File: config.mk
export PLATFORM = sky130hd
export DESIGN_NAME = cpcr_sqrt
export DESIGN_NICKNAME = d
export VERILOG_FILES = /design/src/design/cpcr_pkg.sv /design/src/design/cpcr_sqrt.sv
export SDC_FILE = /design/constraint.sdc
export NUM_CORES = 2
export LEC_CHECK = 0
export BUFFER_PORTS_ARGS = -buffer_cell sky130_fd_sc_hd__buf_2
export CAP_MARGIN = 10
export CORE_ASPECT_RATIO = 1.2
export CORE_MARGIN = 2
export CORE_UTILIZATION = 52
export CTS_CLUSTER_SIZE = 30
export DETAILED_ROUTE_END_ITERATION = 16
export PLACE_DENSITY = 0.73
export SLEW_MARGIN = 20
export SYNTH_ARGS = -nofsm -noshare
export SYNTH_HDL_FRONTEND = slang
export SYNTH_SLANG_ARGS = --single-unit
File: constraint.sdc
create_clock -name i_clk -period 7.2 [get_ports i_clk]
set_input_delay 0.72 -clock i_clk [delete_from_list [all_inputs] [get_ports i_clk]]
set_output_delay 0.72 -clock i_clk [all_outputs]
set_load 0.005 [all_outputs]
File: src/design/cpcr_pkg.sv
// Package for the circle pair collision resolve unit: widths, item types, helpers.
`timescale 1ns / 1ps
`default_nettype none
package cpcr_pkg;

    localparam int COORD_WIDTH = 24;
    localparam int W    = COORD_WIDTH;
    localparam int D2W  = 2 * W + 1;   // squared distance
    localparam int RW   = W + 1;       // integer root of squared distance
    localparam int QW   = W - 1;       // per-axis shift magnitude
    localparam int DENW = W + 2;       // twice the distance
    localparam int NUMW = 2 * W;       // magnitude times overlap

    typedef struct packed {
        logic signed [W-1:0] first_x;
        logic signed [W-1:0] first_y;
        logic        [W-2:0] first_radius;
        logic signed [W-1:0] second_x;
        logic signed [W-1:0] second_y;
        logic        [W-2:0] second_radius;
    } t_in;

    typedef struct packed {
        logic                touching;
        logic signed [W-1:0] new_first_x;
        logic signed [W-1:0] new_first_y;
        logic signed [W-1:0] new_second_x;
        logic signed [W-1:0] new_second_y;
    } t_out;

    // Per-item data that rides beside the root and divide pipelines
    typedef struct packed {
        logic         touch;
        logic         move;
        logic         neg_x;
        logic         neg_y;
        logic [W-1:0] ax;
        logic [W-1:0] ay;
        logic [W-1:0] bx;
        logic [W-1:0] by;
        logic [W-1:0] mx;
        logic [W-1:0] my;
        logic [W-1:0] s;
    } t_side;

    // Clamp a W+1 bit signed sum to the signed W bit range
    function automatic logic [W-1:0] sat_coord(input logic [W:0] v);
        logic [W-1:0] r;
        if (v[W] != v[W-1]) begin
            r = v[W] ? {1'b1, {(W-1){1'b0}}} : {1'b0, {(W-1){1'b1}}};
        end else begin
            r = v[W-1:0];
        end
        return r;
    endfunction

endpackage
`default_nettype wire

File: src/design/cpcr_sqrt.sv
// Pipelined integer square root, one root bit per stage.
`timescale 1ns / 1ps
`default_nettype none
module cpcr_sqrt (
    input  wire logic                 i_clk,
    input  wire logic [cpcr_pkg::D2W-1:0] i_rad,
    output logic [cpcr_pkg::RW-1:0]   o_root
);
    import cpcr_pkg::*;

    localparam int REMW = RW + 2;
    localparam int RADW = 2 * RW;

    logic [REMW-1:0] r_rem  [RW];
    logic [RW-1:0]   r_root [RW];
    logic [RADW-1:0] r_rad  [RW];

    for (genvar k = 0; k < RW; k++) begin : g_stage
        logic [REMW-1:0] p_rem, sh, trial;
        logic [RW-1:0]   p_root;
        logic [RADW-1:0] p_rad;
        logic            ge;

        // Take the previous stage, or the input at the head
        if (k == 0) begin : g_head
            assign p_rem  = '0;
            assign p_root = '0;
            assign p_rad  = {{(RADW-D2W){1'b0}}, i_rad};
        end else begin : g_body
            assign p_rem  = r_rem[k-1];
            assign p_root = r_root[k-1];
            assign p_rad  = r_rad[k-1];
        end

        // Bring down two radicand bits and try the next root bit
        assign sh    = {p_rem[REMW-3:0], p_rad[RADW-1:RADW-2]};
        assign trial = {p_root, 2'b01};
        assign ge    = (sh >= trial);

        always_ff @(posedge i_clk) begin
            r_rem[k]  <= ge ? (sh - trial) : sh;
            r_root[k] <= {p_root[RW-2:0], ge};
            r_rad[k]  <= {p_rad[RADW-3:0], 2'b00};
        end
    end

    assign o_root = r_root[RW-1];
endmodule
`default_nettype wire

==> impl_metrics.json <==
{
  "pre_cts_ws_ns": 3.38,
  "p_sw_mw": 6.01,
  "finalSetupTns_ns": 0,
  "cts_sinks": 1487,
  "place_hpwl_mm": 75.9,
  "worstPathMaxFanout": 26,
  "crit_type": "reg -> reg",
  "die_y_um": 356,
  "final_cell_count_no_fill": 6825,
  "r2r-start": "r_root[5][51]",
  "p_int_mw": 16.0,
  "fillers": 8597,
  "vdd_ir_drop_max_uv": 307,
  "setup_slack_ns": 3.29,
  "cts_resized": 0,
  "async_flop_share": 0,
  "finalClockSkew_ns": 0.0328,
  "synthesis.nets": 5602,
  "reg2reg_to": "r_rem[5][84]",
  "synth-seq-area-share": 0.555,
  "powerDensity_nw_per_um2": 363,
  "worstMarginPinSlew_ns": 1.02,
  "synth_edf_count": 0,
  "clock-root-buffer": "clkbuf_16",
  "synth.cell_area_um2": 53700,
  "post-cts-setup-buffer-count": 0,
  "hold_buffers": 0,
  "std_cell_rows": 129,
  "final_common_cell": "dfxtp_1",
  "r2r_cells": 12,
  "maxSlewHeadroom": 0.303,
  "whs_path_depth": 1,
  "ys_warn_count": 0,
  "finalHoldViolations": 0,
  "outcome": "complete, no violations",
  "crit_slowest_cell": "a2111oi_2",
  "min_period_ns": 3.91,
  "grt_setup_unrepaired": "no",
  "period_share": 0.543,
  "cts_tree": "done",
  "min_from": "i_rad[47]",
  "vias": 35400,
  "fp.dieArea_um2": 106000,
  "seqPwrFrac": 0.479,
  "hold_path.class": "in -> reg",
  "fp.coreArea_um2": 103000,
  "p_comb_frac": 0.171,
  "postSynthCellCount": 5202,
  "drive_above_1_share": 0.0830,
  "drc": 0,
  "yosysUniqueCellTypes": 80,
  "via_per_inst": 5.19,
  "worst-r2r-setup-slack_ns": 3.29,
  "whs_endpoint": "r_rad[0][47]",
  "cts.reportedPaths.clkPinSlew_ns": 0.06,
  "syn_area_per_cell_um2": 10.3,
  "wl_per_cell_um": 14.9,
  "grt_pass1_wl_mm": 166,
  "antenna_found_initial": 0,
  "arrival_ns": 4.55,
  "startpoint_type": "flop",
  "power_mw": 22.0,
  "finalInstanceArea_um2": 60500,
  "clock_latency_ns": 0.76,
  "grt_usage": 0.190,
  "dr.first_iter.drc_count": 1816,
  "die_x_um": 297,
  "firstDrtPassIters": 5,
  "drv_slew": 0,
  "grt_start_max_net_pins": 46,
  "setup_viol": 0,
  "cts_buffers": 141,
  "portBuffers": 74,
  "ioPinCount": 75,
  "initial_core_util": 0.523,
  "dp.cells": 6573,
  "syn_to_final_growth_pct": 12.7,
  "clkPwrFrac": 0.350,
  "slowest_delay_ns": 0.57,
  "drt-total-wl_mm": 101,
  "grt-ovfl-total": 0,
  "gp_congestion": 0.891,
  "postPlaceCellArea_um2": 55600,
  "ys_seq_elements": 1487,
  "ys.flop_type": "dfxtp_1",
  "static-leakage-power_nw": 28.3,
  "cap_violations": 0,
  "grt_pass1_vias": 34700,
  "ant_nets": 0,
  "timing.fmax_ghz": 0.256,
  "required_ns": 7.84,
  "switching_share": 0.273,
  "endpoint_kind": "flop",
  "crit_chain": "inv_1, ha_1, a21oi_1, a21oi_1, a2111oi_4, o21ai_0, a2111oi_2, o31a_1, o21ai_0, a31oi_2, buf_4, mux2_2",
  "ctsHtreeMaxLevel": 4,
  "nNetsFinal": 5741,
  "ctsLongestPathBuffers": 3,
  "final_cell_mix": "dfxtp_1, inv_1, ha_1"
}
==> per-stage QoR <==
step / utilization / hold WS, ns
after floorplan: - / 0.310
after global placement: 0.541 / 0.310
after detailed placement: 0.541 / 0.312
after CTS: 0.589 / 0.00666
after global routing: 0.589 / 0.0116
final: 0.589 / 0.0658
==> power groups by stage <==
stage | clock network [mW] | registers [mW] | logic (mW)
CTS | 7.91 | 10.5 | 3.77
floorplan | 0 | 10.3 | 3.02
global route | 8.24 | 10.7 | 4.23
finish | 7.70 | 10.5 | 3.77
global placement | 0 | 10.7 | 3.66
detailed placement | 0 | 10.7 | 3.74
==> worst max-delay path, delay by kind of cell, from the launching register on <==
kind,cells,cell delay (ns)
flip-flops,1,0.32
buffers and inverters,2,0.41
AO/OA/AOI/OAI,8,2.33
multiplexers,1,0.39
adder cells (fa/ha/maj),1,0.34
==> synthesized netlist by cell type (all sizes together), types with 13 or more instances <==
cell	count	share of area
ha	350	0.082
a21boi	22	0.0031
and2	13	0.0015
a21o	119	0.017
nand2b	54	0.0063
nand4	44	0.0051
xnor2	240	0.039
a31oi	25	0.0030
or4	33	0.0048
dfxtp	1487	0.55
nor3	130	0.012
nor4	56	0.0065
a211oi	24	0.0034
nand3	97	0.0090
o21ai	254	0.024
nand2	328	0.023
xor2	197	0.032
o21a	82	0.011
and3	21	0.0024
or2	37	0.0043
a2111oi	15	0.0029
o21bai	17	0.0024
a21oi	306	0.029
nor2b	54	0.0063
mux2	71	0.015
o211ai	24	0.0034
clkbuf	85	0.0059
nand3b	24	0.0034
o31ai	36	0.0051
inv	441	0.031
nor2	321	0.022
or3	54	0.0065
==> state kept, by name, indices dropped and copies added (netlist names) <==
name,cells
r_rad,600
r_rem,562
r_root,325
==> metal layers <==
metal | global-route usage | wire length (um)
met1 | 0.216 | 42500
met2 | 0.349 | 51400
met3 | 0.0343 | 4000
met4 | 0.0800 | 3580
met5 | 0 | 0
==> worst max path at each step <==
stage / to / start / cells after the start / slack, ns
floorplan: r_rem[5][100] / r_root[5][51] / 12 / 3.72
global placement: r_rem[5][83] / r_root[5][51] / 12 / 3.48
detailed placement: r_rem[5][84] / r_root[5][51] / 12 / 3.38
CTS: r_rem[5][84] / r_root[5][51] / 12 / 3.32
global route: r_rem[3][78] / r_root[3][25] / 11 / 2.98
finish: r_rem[5][84] / r_root[5][51] / 12 / 3.29
==> logic make-up (layout without fill, tap and decap cells) <==
| logic type | Yosys count | after routing | share of synthesized area |
|---|---|---|---|
| buf+inv | 533 | 780 | 0.0376 |
| fa+ha+maj | 350 | 350 | 0.0816 |
| flops | 1487 | 1487 | 0.555 |
| compound gates | 1013 | 1013 | 0.119 |
| xor+xnor | 437 | 437 | 0.0713 |
| mux | 79 | 79 | 0.0165 |
| other cells | 1 | 2 | 0.0000699 |
| simple gates | 1302 | 1302 | 0.120 |
==> area by class of cell <==
cell class	count	area, um2	area share
timing repair buffer	88	475	0.00786
clock inverter	55	877	0.0145
tap	1375	1720	0.0284
clock buffer	196	4080	0.0674
multi-input combinational	3182	21900	0.362
antenna	1	2.50	0.0000414
sequential	1487	29800	0.492
inverter	441	1660	0.0274
No activity file was read; power rests on OpenSTA's default activity.
