$ cat src/design/cpcr_pkg.sv
// Package for the circle pair collision resolve unit: widths, item types, helpers.
`timescale 1ns / 1ps
`default_nettype none
package cpcr_pkg;

    localparam int COORD_WIDTH = 24;
    localparam int W    = COORD_WIDTH;
    localparam int D2W  = 2 * W + 1;   // squared distance
    localparam int RW   = W + 1;       // integer root of squared distance
    localparam int QW   = W - 1;       // per-axis shift magnitude
    localparam int DENW = W + 2;       // twice the distance
    localparam int NUMW = 2 * W;       // magnitude times overlap

    typedef struct packed {
        logic signed [W-1:0] first_x;
        logic signed [W-1:0] first_y;
        logic        [W-2:0] first_radius;
        logic signed [W-1:0] second_x;
        logic signed [W-1:0] second_y;
        logic        [W-2:0] second_radius;
    } t_in;

    typedef struct packed {
        logic                touching;
        logic signed [W-1:0] new_first_x;
        logic signed [W-1:0] new_first_y;
        logic signed [W-1:0] new_second_x;
        logic signed [W-1:0] new_second_y;
    } t_out;

    // Per-item data that rides beside the root and divide pipelines
    typedef struct packed {
        logic         touch;
        logic         move;
        logic         neg_x;
        logic         neg_y;
        logic [W-1:0] ax;
        logic [W-1:0] ay;
        logic [W-1:0] bx;
        logic [W-1:0] by;
        logic [W-1:0] mx;
        logic [W-1:0] my;
        logic [W-1:0] s;
    } t_side;

    // Clamp a W+1 bit signed sum to the signed W bit range
    function automatic logic [W-1:0] sat_coord(input logic [W:0] v);
        logic [W-1:0] r;
        if (v[W] != v[W-1]) begin
            r = v[W] ? {1'b1, {(W-1){1'b0}}} : {1'b0, {(W-1){1'b1}}};
        end else begin
            r = v[W-1:0];
        end
        return r;
    endfunction

endpackage
`default_nettype wire

$ cat src/design/cpcr_div.sv
// Pipelined restoring divider, one quotient bit per stage.
`timescale 1ns / 1ps
`default_nettype none
module cpcr_div (
    input  wire logic                      i_clk,
    input  wire logic [cpcr_pkg::NUMW-1:0] i_num,
    input  wire logic [cpcr_pkg::DENW-1:0] i_den,
    output logic [cpcr_pkg::QW-1:0]        o_quo
);
    import cpcr_pkg::*;

    localparam int REMW = DENW + 1;

    logic [REMW-1:0] r_rem [QW];
    logic [QW-1:0]   r_lo  [QW];
    logic [QW-1:0]   r_quo [QW];
    logic [DENW-1:0] r_den [QW];

    for (genvar k = 0; k < QW; k++) begin : g_stage
        logic [REMW-1:0] p_rem, sh;
        logic [QW-1:0]   p_lo, p_quo;
        logic [DENW-1:0] p_den;
        logic            ge;

        // The quotient fits QW bits, so the top bits start below the divisor
        if (k == 0) begin : g_head
            assign p_rem = {{(REMW-(NUMW-QW)){1'b0}}, i_num[NUMW-1:QW]};
            assign p_lo  = i_num[QW-1:0];
            assign p_quo = '0;
            assign p_den = i_den;
        end else begin : g_body
            assign p_rem = r_rem[k-1];
            assign p_lo  = r_lo[k-1];
            assign p_quo = r_quo[k-1];
            assign p_den = r_den[k-1];
        end

        // Shift in one numerator bit and subtract where it fits
        assign sh = {p_rem[REMW-2:0], p_lo[QW-1]};
        assign ge = (sh >= {1'b0, p_den});

        always_ff @(posedge i_clk) begin
            r_rem[k] <= ge ? (sh - {1'b0, p_den}) : sh;
            r_lo[k]  <= {p_lo[QW-2:0], 1'b0};
            r_quo[k] <= {p_quo[QW-2:0], ge};
            r_den[k] <= p_den;
        end
    end

    assign o_quo = r_quo[QW-1];
endmodule
`default_nettype wire

$ cat config.mk
export PLATFORM = sky130hd
export DESIGN_NAME = cpcr_div
export DESIGN_NICKNAME = d
export VERILOG_FILES = /design/src/design/cpcr_pkg.sv /design/src/design/cpcr_div.sv
export SDC_FILE = /design/constraint.sdc
export NUM_CORES = 2
export LEC_CHECK = 0
export ABC_AREA = 1
export BUFFER_PORTS_ARGS = -buffer_cell sky130_fd_sc_hd__buf_2
export CAP_MARGIN = 20
export CORE_AREA = 3 3 359 361
export DETAILED_ROUTE_END_ITERATION = 6
export DIE_AREA = 0 0 362 364
export PLACE_DENSITY = 0.91
export SYNTH_ARGS = -nofsm -noshare
export SYNTH_HDL_FRONTEND = slang
export SYNTH_SLANG_ARGS = --single-unit
$ cat constraint.sdc
create_clock -name i_clk -period 2.95 [get_ports i_clk]
set_input_delay 0.295 -clock i_clk [delete_from_list [all_inputs] [get_ports i_clk]]
set_output_delay 0.295 -clock i_clk [all_outputs]
set_load 0.02 [all_outputs]
==> flow_metrics.py <==
metrics = {
    "cells_and_area": {
        "finalNonFillerCells": 14940,
        "multiInputGateArea_um2": 41700,
        "drive_gt1_share_pct": 4.32,
        "areaGrowthSynthToFinish_pct": 10.2,
        "final_core_utilization_pct": 76.0,
        "num-fill-cells": 9581,
        "layout.nets": 13844,
        "final_cell_area_um2": 95600,
        "regArea_um2": 33500,
    },
    "critical_path": {
        "cp-endpoint": "r_rem[1][92]",
        "end_kind": "register",
        "rrSetupSlack_ns": -0.06,
        "cp.required_ns": 3.61,
        "r2r-end": "r_rem[1][92]",
        "startpoint": "r_den[5][7]",
        "path_cells": "inv_1 -> ha_1 -> nand2_1 -> inv_1 -> nand2_1 -> inv_1 -> nand2_1 -> nand3_1 -> nand2_1 -> nand3_2 -> buf_12 -> o21ai_0",
        "crit_path_top_delay_cell": "o21ai_0",
        "crit_path_max_incr_delay_ns": 0.54,
        "reg2reg_from": "r_den[5][7]",
        "worstSetupPathType": "register to register",
        "start_kind": "register",
        "r2r_cells": 12,
        "crit_fanout": 40,
        "cp.arrival_ns": 3.67,
        "cpMostUsedCell": "nand2_1",
    },
    "sta": {
        "skew_ns": 0.0364,
        "max-slew-margin-rel_pct": 51.5,
        "fin_tns_setup_ns": -0.0879,
        "drv_slew": 0,
        "hold_viol_final": 0,
        "min_period_ns": 3.01,
        "setup_violations": 2,
        "fmax_mhz": 332,
        "whs_ns": 0.116,
        "worstMarginPinSlew_ns": 0.721,
        "finalCritPeriodShare_pct": 102,
        "setup_slack_ns": -0.0614,
    },
    "clock_network": {
        "cts_tree": "built",
        "clk_pin_slew_ns": 0.07,
        "clk_latency_ns": 0.82,
        "cts_root_buf": "clkbuf_16",
        "cts.sinks": 1673,
        "htreeDepth": 4,
        "cts-buffers-inserted": 164,
        "cts_setup_buffers": 0,
        "cts.path.max_buffers": 3,
    },
    "yosys": {
        "ys_types": 43,
        "synth_nets": 13567,
        "yosysWarnings": 0,
        "yosysTopAreaCellShare_pct": 38.6,
        "synth_area_um2": 86700,
        "synth_top_area_cell": "dfxtp_1",
        "yosysSeqAreaShare_pct": 38.6,
        "synth_area_leaders": "dfxtp_1 39%, nand2_1 20%, inv_1 12%",
        "synth_area_per_cell_um2": 6.74,
        "postSynthCellCount": 12872,
        "ys_ff_latch": 1673,
    },
    "die": {
        "dieArea_um2": 132000,
        "start_util_pct": 69.0,
        "core_um2": 126000,
        "num_rows": 130,
        "io_pins": 98,
        "fp.dieH_um": 364,
        "fp.dieW_um": 362,
    },
    "power": {
        "peakVddDrop_uv": 858,
        "p_per_area_nw_per_um2": 1190,
        "total_power_mw": 114,
        "leakage_nw": 54.8,
    },
    "global_route": {
        "grt_overflow": 0,
        "grt_util_all_layers_pct": 40.0,
        "grt_max_degree": 41,
        "antenna_found_initial": 19,
        "grt_pass1_wl_mm": 419,
        "grt_pass1_vias": 79385,
    },
    "route": {
        "ant_nets": 0,
        "via_per_inst": 5.48,
        "vias": 81818,
        "drc": 12,
        "drt-initial-drc-count": 8217,
        "wl_per_cell_um": 18.0,
        "dr.pass1.iters": 7,
        "wl_mm": 269,
    },
    "place": {
        "gp_congestion": 1.04,
        "numPlacedInstances": 14559,
        "dp_slack_ns": 0.229,
        "dpl_cell_area_um2": 89300,
        "portBuffers": 97,
        "dp_hpwl_mm": 204,
    },
    "flow_run": {
        "cap_violations": 0,
    },
    "outcome": {
        "status": "complete, but fails checks",
        "violations": "design-rule violations, negative setup slack",
    },
    "min_path": {
        "min_path_type": "primary input to register",
    },
}
==> flip-flops by register name, summed over array words and instances (netlist names) <==
signal,flops
r_den,572
r_rem,572
r_quo,276
r_lo,253
==> where the power goes <==
| part | internal, mW | switching, mW |
|---|---|---|
| registers | 29.5 | 5.29 |
| clock network | 12.0 | 9.50 |
| logic | 19.4 | 38.2 |
==> metal layers <==
layer	GRT usage (%)	share of wire, %	vias up
met3	7.71	8.8	1380
met4	28.5	8.2	16
li1	-	-	39584
met2	66.9	45	4329
met1	46.2	38	36509
met5	0	0.041	-
==> what timing repair did <==
action | 4_1_cts | 5_1_grt
endpoints found under the setup margin | 0 | 5
hold buffers | 74 | 0
resized for setup | 0 | 7
endpoints found under the hold margin | 74 | 0
==> worst max-delay path, delay by kind of cell, from the launching register on <==
family | cells | cell delay, ns
AO/OA/AOI/OAI | 1 | 0.54
adder cells (fa/ha/maj) | 1 | 0.40
buffers and inverters | 4 | 0.57
flip-flops | 1 | 0.53
AND/OR/NAND/NOR | 6 | 0.78
==> placed cells by master, fill, tap and decap left out, types with 48 or more instances in the layout <==
master	Yosys	layout
o21ai_0	160	157
inv_1	2829	2829
nor2_1	770	770
nand4_1	371	371
clkbuf_16	0	165
o21ai_1	129	130
nor3_1	49	48
dfxtp_1	1673	1672
nand3_1	676	676
nand2_1	4551	4551
ha_1	598	598
buf_2	8	97
nand3b_1	105	105
buf_4	76	70
xor2_1	290	290
a21oi_1	285	285
dlygate4sd3_1	0	74
==> how the worst min path moves through the flow <==
stage / from / endpoint / slack (ns) / cells after the start
global placement: r_lo[0][60] / r_lo[0][83] / 0.31 / 0
detailed placement: r_lo[0][121] / r_lo[0][144] / 0.31 / 0
global route: i_num[15] / r_lo[0][15] / 0.10 / 2
floorplan: r_lo[0][77] / r_lo[0][100] / 0.31 / 0
finish: i_num[3] / r_lo[0][3] / 0.12 / 2
CTS: i_num[20] / r_lo[0][20] / 0.07 / 2
==> Yosys cell counts <==
cell,number
o31ai_1,1
clkbuf_1,56
and2_1,22
nand3b_1,105
nor3_2,1
buf_8,1
o21ai_0,160
ha_1,598
a211oi_1,2
a21oi_2,19
a21o_1,3
o21ai_1,129
nor2_1,770
and2_0,2
inv_2,3
xor2_1,290
or2_1,16
nand4_1,371
nand3_1,676
nor2_4,2
nor3b_1,1
a31oi_1,1
a21oi_1,285
clkinv_1,1
or2_2,26
nor2_2,8
nor3_1,49
nand2_1,4551
nand4_4,1
nand4_2,12
buf_6,7
xnor2_1,9
dfxtp_1,1673
buf_2,8
buf_1,1
nor4_1,23
inv_1,2829
o21bai_1,27
nand3_2,28
buf_4,76
fa_1,22
a21boi_0,1
nand2_2,6
==> cells by family (layout without fill, tap and decap cells) <==
logic type               count (synthesis)  after routing  share of synthesized area, %
AND/OR/NAND/NOR                       6670           6670                          32.1
buffers and inverters                 2982           3392                          13.3
flip-flops                            1673           1673                          38.6
AO/OA/AOI/OAI                          628            628                          3.81
adder cells (fa/ha/maj)                620            620                          9.13
XOR/XNOR                               299            299                          3.02
other                                    0              8                             0
==> cell type report <==
type | instances | area share, %
timing repair buffer | 260 | 2.23
clock inverter | 84 | 0.975
multi-input combinational | 8217 | 43.6
tap | 1650 | 2.16
inverter | 2833 | 11.1
antenna | 8 | 0.0209
sequential | 1673 | 35.0
clock buffer | 215 | 4.82
Note: power is estimated with default switching activity, not from simulation.
