==> src/design/cpcr_pkg.sv <==
// Package for the circle pair collision resolve unit: widths, item types, helpers.
`timescale 1ns / 1ps
`default_nettype none
package cpcr_pkg;

    localparam int COORD_WIDTH = 24;
    localparam int W    = COORD_WIDTH;
    localparam int D2W  = 2 * W + 1;   // squared distance
    localparam int RW   = W + 1;       // integer root of squared distance
    localparam int QW   = W - 1;       // per-axis shift magnitude
    localparam int DENW = W + 2;       // twice the distance
    localparam int NUMW = 2 * W;       // magnitude times overlap

    typedef struct packed {
        logic signed [W-1:0] first_x;
        logic signed [W-1:0] first_y;
        logic        [W-2:0] first_radius;
        logic signed [W-1:0] second_x;
        logic signed [W-1:0] second_y;
        logic        [W-2:0] second_radius;
    } t_in;

    typedef struct packed {
        logic                touching;
        logic signed [W-1:0] new_first_x;
        logic signed [W-1:0] new_first_y;
        logic signed [W-1:0] new_second_x;
        logic signed [W-1:0] new_second_y;
    } t_out;

    // Per-item data that rides beside the root and divide pipelines
    typedef struct packed {
        logic         touch;
        logic         move;
        logic         neg_x;
        logic         neg_y;
        logic [W-1:0] ax;
        logic [W-1:0] ay;
        logic [W-1:0] bx;
        logic [W-1:0] by;
        logic [W-1:0] mx;
        logic [W-1:0] my;
        logic [W-1:0] s;
    } t_side;

    // Clamp a W+1 bit signed sum to the signed W bit range
    function automatic logic [W-1:0] sat_coord(input logic [W:0] v);
        logic [W-1:0] r;
        if (v[W] != v[W-1]) begin
            r = v[W] ? {1'b1, {(W-1){1'b0}}} : {1'b0, {(W-1){1'b1}}};
        end else begin
            r = v[W-1:0];
        end
        return r;
    endfunction

endpackage
`default_nettype wire

==> src/design/cpcr_front.sv <==
// Front pipeline: deltas, magnitudes, squares, squared distance and touch test.
`timescale 1ns / 1ps
`default_nettype none
module cpcr_front (
    input  wire logic                 i_clk,
    input  wire logic                 i_rst_n,
    input  wire logic                 i_valid,
    input  wire cpcr_pkg::t_in        i_item,
    output logic                      o_valid,
    output cpcr_pkg::t_side           o_side,
    output logic [cpcr_pkg::D2W-1:0]  o_d2
);
    import cpcr_pkg::*;

    logic [4:0]         r_v;
    t_side              r_side1, r_side2, r_side3, r_side4, r_side5;
    t_side              n_side1, n_side2, n_side5;
    logic signed [W:0]  r_dx, r_dy, n_dx, n_dy;
    logic [W:0]         n_ax_full, n_ay_full;
    logic [2*W-1:0]     r_sx, r_sy, r_s2, r_s2_4;
    logic [D2W-1:0]     r_d2, r_d2_5;

    // Advance valid bits
    always_ff @(posedge i_clk) begin
        if (!i_rst_n) begin
            r_v <= '0;
        end else begin
            r_v <= {r_v[3:0], i_valid};
        end
    end

    // Stage one: deltas and radius sum
    always_comb begin
        n_dx = $signed({i_item.first_x[W-1], i_item.first_x})
             - $signed({i_item.second_x[W-1], i_item.second_x});
        n_dy = $signed({i_item.first_y[W-1], i_item.first_y})
             - $signed({i_item.second_y[W-1], i_item.second_y});
        n_side1 = '0;
        n_side1.ax = i_item.first_x;
        n_side1.ay = i_item.first_y;
        n_side1.bx = i_item.second_x;
        n_side1.by = i_item.second_y;
        n_side1.s  = {1'b0, i_item.first_radius} + {1'b0, i_item.second_radius};
    end

    // Stage two: magnitudes and signs
    always_comb begin
        n_ax_full = r_dx[W] ? (~r_dx + 1'b1) : r_dx;
        n_ay_full = r_dy[W] ? (~r_dy + 1'b1) : r_dy;
        n_side2 = r_side1;
        n_side2.neg_x = r_dx[W];
        n_side2.neg_y = r_dy[W];
        n_side2.mx = n_ax_full[W-1:0];
        n_side2.my = n_ay_full[W-1:0];
    end

    // Stage five: touch test against squared radius sum
    always_comb begin
        n_side5 = r_side4;
        n_side5.touch = (r_d2 <= {1'b0, r_s2_4});
        n_side5.move  = (r_d2 <= {1'b0, r_s2_4}) && (r_d2 != '0);
    end

    // Hold payload per stage
    always_ff @(posedge i_clk) begin
        r_side1 <= n_side1;
        r_dx    <= n_dx;
        r_dy    <= n_dy;
        r_side2 <= n_side2;
        r_sx    <= (2*W)'(r_side2.mx) * (2*W)'(r_side2.mx);
        r_sy    <= (2*W)'(r_side2.my) * (2*W)'(r_side2.my);
        r_s2    <= (2*W)'(r_side2.s) * (2*W)'(r_side2.s);
        r_side3 <= r_side2;
        r_d2    <= {1'b0, r_sx} + {1'b0, r_sy};
        r_s2_4  <= r_s2;
        r_side4 <= r_side3;
        r_side5 <= n_side5;
        r_d2_5  <= r_d2;
    end

    assign o_valid = r_v[4];
    assign o_side  = r_side5;
    assign o_d2    = r_d2_5;
endmodule
`default_nettype wire

==> config.mk <==
export PLATFORM = sky130hd
export DESIGN_NAME = cpcr_front
export DESIGN_NICKNAME = d
export VERILOG_FILES = /design/src/design/cpcr_pkg.sv /design/src/design/cpcr_front.sv
export SDC_FILE = /design/constraint.sdc
export NUM_CORES = 2
export LEC_CHECK = 0
export ABC_AREA = 1
export BUFFER_PORTS_ARGS = -buffer_cell sky130_fd_sc_hd__buf_2
export CAP_MARGIN = 20
export CORE_MARGIN = 2
export CORE_UTILIZATION = 41
export CTS_BUF_LIST = sky130_fd_sc_hd__clkbuf_4 sky130_fd_sc_hd__clkbuf_8
export CTS_CLUSTER_DIAMETER = 50
export DETAILED_ROUTE_END_ITERATION = 8
export SLEW_MARGIN = 20
export SYNTH_ARGS = -nofsm -noshare
export SYNTH_HDL_FRONTEND = slang
export SYNTH_SLANG_ARGS = --single-unit
==> constraint.sdc <==
create_clock -name i_clk -period 8.35 [get_ports i_clk]
set_input_delay 1.67 -clock i_clk [delete_from_list [all_inputs] [get_ports i_clk]]
set_output_delay 1.67 -clock i_clk [all_outputs]
set_load 0.02 [all_outputs]
==> qor.txt <==
Status - finished clean
Fin crit share - 0.8283
Area share of the largest cell type after synthesis - 0.3010
Storage cell area - 0.02280 sq mm
Clk_lat worst skew - 980 ps
Die width - 457.7 um
Sum Neg Setup Slack - 0 ps
DRC Markers - 0
R2R setup slack - 1430 ps
Hold Path Stages - 0
Starting density of the core - 0.4126
CP Class - flop to flop
Worst path slowest cell - dfxtp_1
Die H - 457.7 um
Crit end category - flop
H-Tree Depth - 4
Max Clock Skew - 94.16 ps
Drt first-iter violations - 3,051
Largest area contributor in the netlist - fa_1
# IOs - 367
TritonCTS buffer count - 197
Crit-path max cell delay - 980 ps
Placer congestion estimate - 0.9220
R2R depth - 27
Final hold violations - 0
Netlist Area Pre-Place - 0.08441 sq mm
Reg-to-Reg Start - r_side2[48]
Crit path launch - r_side2[48]
Final min period - 6916 ps
Nets - 12,200
Root Buffer - clkbuf_8
Ys Warns - 0
Vias in the first global route - 65,170
First-pass GRT wire length - 339,600 um
Multi-input logic area - 0.05099 sq mm
Critical Path RT - 9150 ps
Routed wire length - 207,400 um
FF+latch count, synth - 1,139
CTS tree - built
Crit Path Max Fanout - 25
Count of antenna-violating nets left after detailed routing - 0
Core footprint - 0.2046 sq mm
Vias - 59,830
Unrepaired setup endpoints after global routing - no
Worst-path clk slew - 60 ps
Mapped Cells - 9,600
Avg WL per Cell - 16.02 um
Synth-to-Final Area Change - 11.57%
Congestion Overflow GR - 0
Synth area leaders - fa_1 (30%), dfxtp_1 (27%), inv_1 (12%)
Layout cells sized above 1 - 0.09081
Initial antenna violation count - 2
Hold_sp - n_side2[20]
Crit path buffers/inverters - 8
# fillers - 19,910
Post-CTS Setup Inserts - 0
Sequential area share after synthesis - 0.2701
# port buffers - 366
Max Slew Vio Count - 0
Critical path data arrival time - 7710 ps
Site Rows - 166
# setup viols final - 0
Cts hold-fix bufs - 0
DR vias/cell - 4.623
CP delay by family, top - adder cells
Hold Crit Class - flop to flop
Largest net degree at the start of global routing - 28
Least-Margin Pin Slew - 1050 ps
Global-route usage over all layers - 0.2037
Sink Count - 1,139
DR pass1 iterations - 6
Syn nets - 11,710
Final HPWL DP - 174,100 um
CP most frequent cell - nand2_1
Die ar. - 0.2095 sq mm
WHS Endpoint - r_side2[20]
Netlist cell types - 48
Max_cap viols - 0
Post-CTS Resized - 0
Slew HR - 0.2988
Synthesized area per cell - 8.793 sq um
Max Fclk - 0.1446 GHz
Buffer levels on the longest clock path - 3
Critical path startpoint category - flop
Reg2reg end - r_sx[31]
[synthesized netlist by cell type (all sizes together)]
| master | n |
|---|---|
| buf | 1 |
| nor3 | 50 |
| o41ai | 1 |
| clkbuf | 151 |
| a31oi | 15 |
| and2 | 6 |
| fa | 1269 |
| clkinv | 2 |
| a211oi | 2 |
| o31ai | 1 |
| nand2 | 1990 |
| nand2b | 2 |
| a21oi | 335 |
| o21bai | 38 |
| nand3 | 203 |
| nand3b | 1 |
| inv | 2676 |
| a21boi | 16 |
| or2 | 9 |
| a21o | 18 |
| o211ai | 2 |
| xnor2 | 66 |
| o21a | 10 |
| xor2 | 172 |
| dfxtp | 1139 |
| nor2 | 470 |
| and3 | 3 |
| nor4 | 17 |
| o21ai | 193 |
| nand4 | 49 |
| ha | 693 |
[placed cells by master, fill, tap and decap left out, types with 189 or more instances in the layout]
| cell type | count |
|---|---|
| nand2_1 | 1957 |
| nor2_1 | 442 |
| clkbuf_8 | 240 |
| nand3_1 | 189 |
| dfxtp_1 | 1139 |
| fa_1 | 1269 |
| buf_2 | 366 |
| a21oi_1 | 330 |
| inv_1 | 2662 |
| ha_1 | 693 |
[final cells by class]
cell class | count | share of cell area
timing repair buffer | 446 | 0.02583
antenna | 2 | 0.00005314
clock buffer | 278 | 0.03810
clock inverter | 80 | 0.01011
inverter | 2678 | 0.1067
tap | 2688 | 0.03571
multi-input combinational | 5631 | 0.5414
sequential | 1139 | 0.2421
[worst max path at each step]
stage | depth (start not counted) | endpoint
final | 27 | r_sx[31]
after global routing | 27 | r_sx[31]
after CTS | 24 | r_sx[31]
after detailed placement | 24 | r_sx[31]
after global placement | 22 | r_sx[29]
after floorplan | 26 | r_s2[41]
[sequential cells by signal, summed over array words and instances, names as in the netlist]
| name | flops |
|---|---|
| r_s2 | 46 |
| r_dy | 25 |
| r_side3 | 170 |
| r_s2_4 | 46 |
| n_side2 | 120 |
| o_d2 | 49 |
| r_d2 | 49 |
| r_side2 | 170 |
| r_sx | 46 |
| o_side | 172 |
| r_dx | 25 |
| n_side5 | 170 |
| r_sy | 46 |
| r_v | 5 |
[per-layer routing]
layer / share of wire / GRT usage / vias to the layer above
met5: 0 / 0 / -
met4: 0.035 / 0.07519 / 0
met3: 0.046 / 0.03102 / 341
met2: 0.49 / 0.3497 / 1297
met1: 0.43 / 0.2588 / 29160
li1: - / - / 29040
[through the flow]
stage | hold WS, ps | std cells | area [sq um] | setup WS, ps | util
3_5_place_dp | 312.1 | 12580 | 89640 | 1459 | 0.4381
2_1_floorplan | 309.6 | 9600 | 84410 | 2422 | -
5_1_grt | 290.2 | 12940 | 94180 | 1011 | 0.4604
6_report | 288.9 | 12940 | 94180 | 1434 | 0.4604
4_1_cts | 275.0 | 12940 | 94180 | 1438 | 0.4603
3_3_place_gp | 309.5 | 12580 | 89640 | 1455 | 0.4381
[logic make-up after synthesis]
group                      Yosys count  share of synthesized area
DFF                               1139                     0.2701
AOI/OAI and AO/OA                  631                    0.04119
buffers and inverters             2830                     0.1259
adders and majority gates         1962                     0.4037
xor gates and xnor gates           238                    0.02469
and+or+nand+nor                   2800                     0.1345
Power is left out: the tool's default activity adds up to more than one toggle a clock period on the data nets, which glitch-free logic cannot reach.
